## config.mk

```make
export PLATFORM = sky130hd
export DESIGN_NAME = wna_out_fifo_flat
export DESIGN_NICKNAME = d
export VERILOG_FILES = /design/src/hdl/wna_pkg.sv /design/src/hdl/wna_if.sv /design/src/hdl/wna_out_fifo.sv /design/src/flat_wrapper.sv
export SDC_FILE = /design/constraint.sdc
export NUM_CORES = 1
export LEC_CHECK = 0
export BUFFER_PORTS_ARGS = -buffer_cell sky130_fd_sc_hd__clkbuf_2
export CORE_ASPECT_RATIO = 0.75
export CORE_MARGIN = 2
export CORE_UTILIZATION = 45
export DETAILED_ROUTE_END_ITERATION = 10
export PLACE_DENSITY = 0.68
export SLEW_MARGIN = 20
export SYNTH_ARGS = -nofsm -noshare
export SYNTH_HDL_FRONTEND = slang
export SYNTH_SLANG_ARGS = --single-unit
```

## constraint.sdc

```tcl
create_clock -name clock -period 1.79 [get_ports clock]
set_input_delay 0.0895 -clock clock [delete_from_list [all_inputs] [get_ports clock]]
set_output_delay 0.0895 -clock clock [all_outputs]
set_load 0.03 [all_outputs]
```

## src/hdl/wna_pkg.sv

```systemverilog
package wna_pkg;

   localparam int MAX_FEAT_DIM_DEF = 64;

   localparam int DIM_W     = 7;
   localparam int IDX_OUT_W = 6;
   localparam int VALUE_W   = 24;
   localparam int WEIGHT_W  = 16;
   localparam int PROD_W    = VALUE_W + WEIGHT_W;
   localparam int ACC_W     = 48;
   localparam int SUM_W     = 24;
   localparam int FRAC_DROP = 14;

   localparam logic [DIM_W-1:0] FEAT_DIM_RST = 7'd64;

   localparam logic OP_SELF = 1'b0;
   localparam logic OP_EDGE = 1'b1;

   localparam logic [ACC_W-1:0] ACC_MAX    = 48'h7FFF_FFFF_FFFF;
   localparam logic [ACC_W-1:0] ACC_MIN    = 48'h8000_0000_0000;
   localparam logic [SUM_W-1:0] SUM_MAX    = 24'h7F_FFFF;
   localparam logic [SUM_W-1:0] SUM_MIN    = 24'h80_0000;
   localparam logic [ACC_W:0]   ROUND_BIAS = 49'd8192;

   localparam int FIFO_DEPTH = 4;
   localparam int FIFO_PTR_W = 2;
   localparam int FIFO_CNT_W = 3;

   typedef struct packed {
      logic [IDX_OUT_W-1:0]      out_index;
      logic signed [SUM_W-1:0]   sum;
      logic                      saturated;
      logic                      last;
   } rsp_type;

   typedef struct packed {
      logic [FIFO_CNT_W-1:0] count;
   } fifo_stat_type;

endpackage

```

## src/hdl/wna_if.sv

```systemverilog


interface wna_rsp_if;
   logic                                   valid;
   logic                                   ready;
   logic [wna_pkg::IDX_OUT_W-1:0]          out_index;
   logic signed [wna_pkg::SUM_W-1:0]       sum;
   logic                                   saturated;
   logic                                   last;

   modport source (output valid, out_index, sum, saturated, last, input ready);
   modport sink   (input valid, out_index, sum, saturated, last, output ready);
endinterface

```

## src/hdl/wna_out_fifo.sv

```systemverilog
module wna_out_fifo (
   input  logic                    clock,
   input  logic                    reset,
   input  logic                    push_vld,
   input  wna_pkg::rsp_type        push_data,
   output wna_pkg::fifo_stat_type  stat,
   wna_rsp_if.source               rsp_if
);

   wna_pkg::rsp_type                 slot_ff [wna_pkg::FIFO_DEPTH];
   logic [wna_pkg::FIFO_PTR_W-1:0]   wr_ptr_ff, wr_ptr_in;
   logic [wna_pkg::FIFO_PTR_W-1:0]   rd_ptr_ff, rd_ptr_in;
   logic [wna_pkg::FIFO_CNT_W-1:0]   count_ff, count_in;
   logic                             pop;
   wna_pkg::rsp_type                 head;

   assign pop  = rsp_if.valid && rsp_if.ready;
   assign head = slot_ff[rd_ptr_ff];

   always_comb begin
      wr_ptr_in = push_vld ? wr_ptr_ff + 1'b1 : wr_ptr_ff;
      rd_ptr_in = pop ? rd_ptr_ff + 1'b1 : rd_ptr_ff;
      count_in  = count_ff;
      if (push_vld && !pop) begin
         count_in = count_ff + 1'b1;
      end else if (pop && !push_vld) begin
         count_in = count_ff - 1'b1;
      end
   end

   always_ff @(posedge clock) begin
      if (reset) begin
         wr_ptr_ff <= '0;
         rd_ptr_ff <= '0;
         count_ff  <= '0;
      end else begin
         wr_ptr_ff <= wr_ptr_in;
         rd_ptr_ff <= rd_ptr_in;
         count_ff  <= count_in;
      end
   end

   always_ff @(posedge clock) begin
      if (push_vld) begin
         slot_ff[wr_ptr_ff] <= push_data;
      end
   end

   assign stat.count       = count_ff;
   assign rsp_if.valid     = (count_ff != '0);
   assign rsp_if.out_index = head.out_index;
   assign rsp_if.sum       = head.sum;
   assign rsp_if.saturated = head.saturated;
   assign rsp_if.last      = head.last;

endmodule

```

## src/flat_wrapper.sv

```systemverilog
// flat-port wrapper written by rule: the top's interface ports become plain ports
module wna_out_fifo_flat 
  (clock, reset, push_vld, push_data, stat, rsp_if_valid, rsp_if_out_index, rsp_if_sum, rsp_if_saturated, rsp_if_last, rsp_if_ready);
  wna_rsp_if rsp_if_i ();
  input  logic clock;
  input  logic reset;
  input  logic push_vld;
  input  wna_pkg::rsp_type push_data;
  output wna_pkg::fifo_stat_type stat;
  output wire logic [$bits(rsp_if_i.valid)-1:0] rsp_if_valid;
  output wire logic [$bits(rsp_if_i.out_index)-1:0] rsp_if_out_index;
  output wire logic [$bits(rsp_if_i.sum)-1:0] rsp_if_sum;
  output wire logic [$bits(rsp_if_i.saturated)-1:0] rsp_if_saturated;
  output wire logic [$bits(rsp_if_i.last)-1:0] rsp_if_last;
  input wire logic [$bits(rsp_if_i.ready)-1:0] rsp_if_ready;
  assign rsp_if_valid = rsp_if_i.valid;
  assign rsp_if_out_index = rsp_if_i.out_index;
  assign rsp_if_sum = rsp_if_i.sum;
  assign rsp_if_saturated = rsp_if_i.saturated;
  assign rsp_if_last = rsp_if_i.last;
  assign rsp_if_i.ready = rsp_if_ready;
  wna_out_fifo u_core (.clock(clock), .reset(reset), .push_vld(push_vld), .push_data(push_data), .stat(stat), .rsp_if(rsp_if_i));
endmodule
```

==> summary.md <==
| Metric | Value |
|---|---|
| Maximum clock frequency | between 0.5 and 0.6 GHz |
| Compound-Gate Fraction of Synth Area | less than 1% |
| Measured slew at the worst slew-check pin | 0.887 ns |
| Detailed-route wire length | 9470 um |
| CP required | about 2.1 ns |
| Insertion delay to the later sink of the worst-skew pair | about 0.40 ns |
| Total CTS buffers | 17 |
| Number of nets at the end of the flow | 390 |
| Number of iterations in the first detailed-routing pass | 4 |
| Area taken by flip-flops and latches | 0.00404 sq mm |
| CTS root buf | clkbuf_16 |
| Cell area after technology mapping | 0.00509 sq mm |
| Type of the worst setup path | reg2reg |
| CTS tree | done |
| Shortest clock period the worst path allows after layout | about 1.9 ns |
| Post-synthesis cell type with the largest combined area | edfxtp_1 |
| Via-per-instance ratio | roughly 5.0 |
| Die height | just under 100 um |
| Synthesized area per cell | ~24 sq um |
| Horiz. Die Dim | around 130 um |
| Via count of the first global-routing pass | roughly 2600 |
| Cell with the biggest individual delay on the critical path | dfxtp_4 |
| Peak ir drop on the vdd network | roughly 1 mV |
| Global-route wire length before repair | 14300 um |
| Combinational family with the most area after synthesis | multiplexers |
| Most common cell after layout, fill and taps aside | edfxtp_1 |
| Worst-path maximum fanout | 2 |
| Number of hold violations in the final report | 0 |
| Setup Skew | 0.00556 ns |
| Count of nets left with antenna violations after detail routing | 0 |
| Failing checks | setup timing |
| Diode count | 0 |
| Cell-internal power | about 0.0079 W |
| Max Transition Viols Final | 0 |
| Parity-gate share of the synthesized area counting xor and xnor cells | less than 1% |
| Initial Utilization | between 40 and 50% |
| Floorplan core area | ~0.011 sq mm |
| Total of flip-flops plus latches after synthesis | about 140 |
| Final-layout fill cell count | 749 |
| Total global routing track utilization | ~17% |
| Worst slew margin relative to its limit | about two fifths |
| Net Switching | around 0.0030 W |
| Clock-pin slew reported for the worst setup and hold paths after clock tree synthesis | roughly 0.050 ns |
| HPWL after detailed placement | ~5200 um |
| Overflow left after global routing | 0 |
| Count of mapped cells out of synthesis | 210 |
| H-tree depth | 4 |
| Area Growth Syn to Fin | 39.6% |
| Biggest area contributors in the synthesized netlist | edfxtp_1 (76%), mux4_2 (13%), dfxtp_1 (3.5%) |
| Post-layout total power | roughly 0.011 W |
| Sequential cell fraction of total power | a little over a third |
| Yosys warning total | 0 |
| Simple-Gate Fraction of Synth Area | 1.25% |
| Arrival time at the worst endpoint | about 2.2 ns |
| Routed len/inst | around 19 um |
| Number of port buffers | around 70 |
| Post-synth top area share | between 70% and 80% |
| CP peak stage delay | approximately 0.35 ns |
| Setup repair after global routing missed its margin | yes |
| Proportion of synthesized chip area in sequential cells | a little under 80% |
| Element type at the critical path start | register |
| DP Worst Slack | -0.0987 ns |
| Top-Level Pins | between 70 and 80 |
| Number of rows created at floorplan | 33 |
| Path class of the lowest-slack min-delay path | in2reg |
| Total area of multi-input combinational cells | slightly below 0.001 sq mm |
| Fraction of power spent switching nets | a little over a quarter |
| Final setup viols | 30 |
| Maximum number of pins on one net before global-route repair | 33 |
| Combinational share of power | about 32% |
| Part of the total power dissipated in the clock network | between 30% and 40% |
| Buffer levels on the longest clock path | 2 |
| Outcome | finished with violations |
| Share of cell area taken by muxes after synthesis | between 10 and 15% |
| Slack of the critical path | -0.103 ns |
| Total DRC errors in the routed layout | 0 |
| Synthesized netlist net count | 252 |
| Die Footprint | 0.0122 sq mm |
| Distinct cell type count after synthesis | 21 |
| Pwr per Cell Area | about 1500 mW/mm^2 |
| Total via count after detailed routing | roughly 2500 |
| TritonCTS sink count | roughly 140 |
| Share of post-route cells with drive strength above 1 | between 40 and 50% |
| Post-Synth Adder-Cell Area | under 10% |
| Commonest non-fill, non-tap cells in the layout | edfxtp_1 (128), clkbuf_2 (39), dlygate4sd3_1 (33) |
| Starting DRT DRC Count | around 150 |
| Final critical-path share of the clock period | 106% |
| Routability congestion estimate from global placement | approximately 0.7 |
| Max-cap violations | 0 |
| P_leak | 2.53 nW |
| Critical path endpoint category | register |
| Cell breakdown of the critical path | o31ai_4 > ha_2 > inv_2 > fa_2 > xor2_1 > or3_1 > a21oi_2 |
| Initial antenna violation count | 0 |
## Yosys cell counts
cell type,count
dfxtp_1,9
mux4_2,30
fa_1,1
buf_12,3
mux4_1,2
ha_1,5
buf_2,3
edfxtp_1,128
inv_1,3
xor2_1,4
o31ai_1,1
mux2i_1,2
o311ai_0,1
a21oi_1,1
xnor2_1,1
clkbuf_1,1
buf_6,1
nor2_1,7
or3_1,2
o21ai_0,1
and2_1,4
## metrics by stage
step           instances  utilization (%)  instance area [sq um]  setup TNS, ns  hold WS, ns
6_report             501             64.7                   7100         -0.947       0.0603
5_1_grt              501             64.7                   7100          -2.52       0.0730
4_1_cts              497             63.4                   6960          -1.28       0.0511
3_5_place_dp         426             51.9                   5700        -0.0987        0.310
3_3_place_gp         426             51.9                   5700        -0.0232        0.307
2_1_floorplan        210                -                   5110        -0.0904        0.188
## area by class of cell
type,instances,area share (%)
clock buffers,18,6.04
clock inverters,14,2.54
inverters,3,0.159
multi-input cells,62,13.9
flip-flops and latches,137,56.8
well taps,140,2.47
repair buffers,127,18.1
## cell families (layout without fill, tap and decap cells)
| family | Yosys count | after routing |
|---|---|---|
| flops | 137 | 137 |
| mux | 34 | 34 |
| simple gates | 13 | 13 |
| buf+inv | 11 | 162 |
| fa+ha+maj | 6 | 6 |
| xor+xnor | 5 | 5 |
| compound gates | 4 | 4 |
## worst paths after layout
check	startpoint	endpoint	slack, ns	depth (start not counted)
worst max-delay path	u_core.stat[0]	u_core.stat[2]	-0.10	7
worst min-delay path	push_vld	u_core.wr_ptr_ff[0]	0.06	3
worst max register to register	u_core.stat[0]	u_core.stat[2]	-0.10	7
worst min register to register	u_core.rd_ptr_ff[0]	u_core.rd_ptr_ff[0]	0.53	2
## power groups by stage
stage	Sequential [W]	Combinational (W)	Clock, W
after detailed placement	0.00390	0.00241	0
after global placement	0.00389	0.00239	0
after global routing	0.00384	0.00374	0.00376
after CTS	0.00383	0.00319	0.00362
final	0.00382	0.00354	0.00356
after floorplan	0.00391	0.00181	0
## worst max-delay path: cells and delay by family (launching register included)
kind                       cells  cell delay, ns
xor gates and xnor gates       1            0.17
and+or+nand+nor                1            0.32
adders and majority gates      2            0.55
DFF                            1            0.35
buffers and inverters          1            0.04
AOI/OAI and AO/OA              2            0.39
## metal layers
layer / vias to the layer above / part of all wire (%) / track usage (%)
met4: 0 / 0.67 / 4.67
met2: 60 / 52 / 28.3
met5: - / 0 / 0
met1: 1283 / 43 / 20.8
met3: 7 / 4.6 / 5.61
li1: 1158 / - / -
## state kept, by name, indices dropped and copies added (netlist names), named ones only
signal,count
u_core.rd_ptr_ff,2
u_core.wr_ptr_ff,2
u_core.slot_ff,128
u_core.stat,3
## what timing repair did
action	4_1_cts	5_1_grt
gates resized for setup	56	55
hold endpoints to repair	136	0
gates cloned	3	1
hold buffers	33	0
endpoints found under the setup margin	30	33
buffers inserted	3	3
No activity file was read; power rests on OpenSTA's default activity.
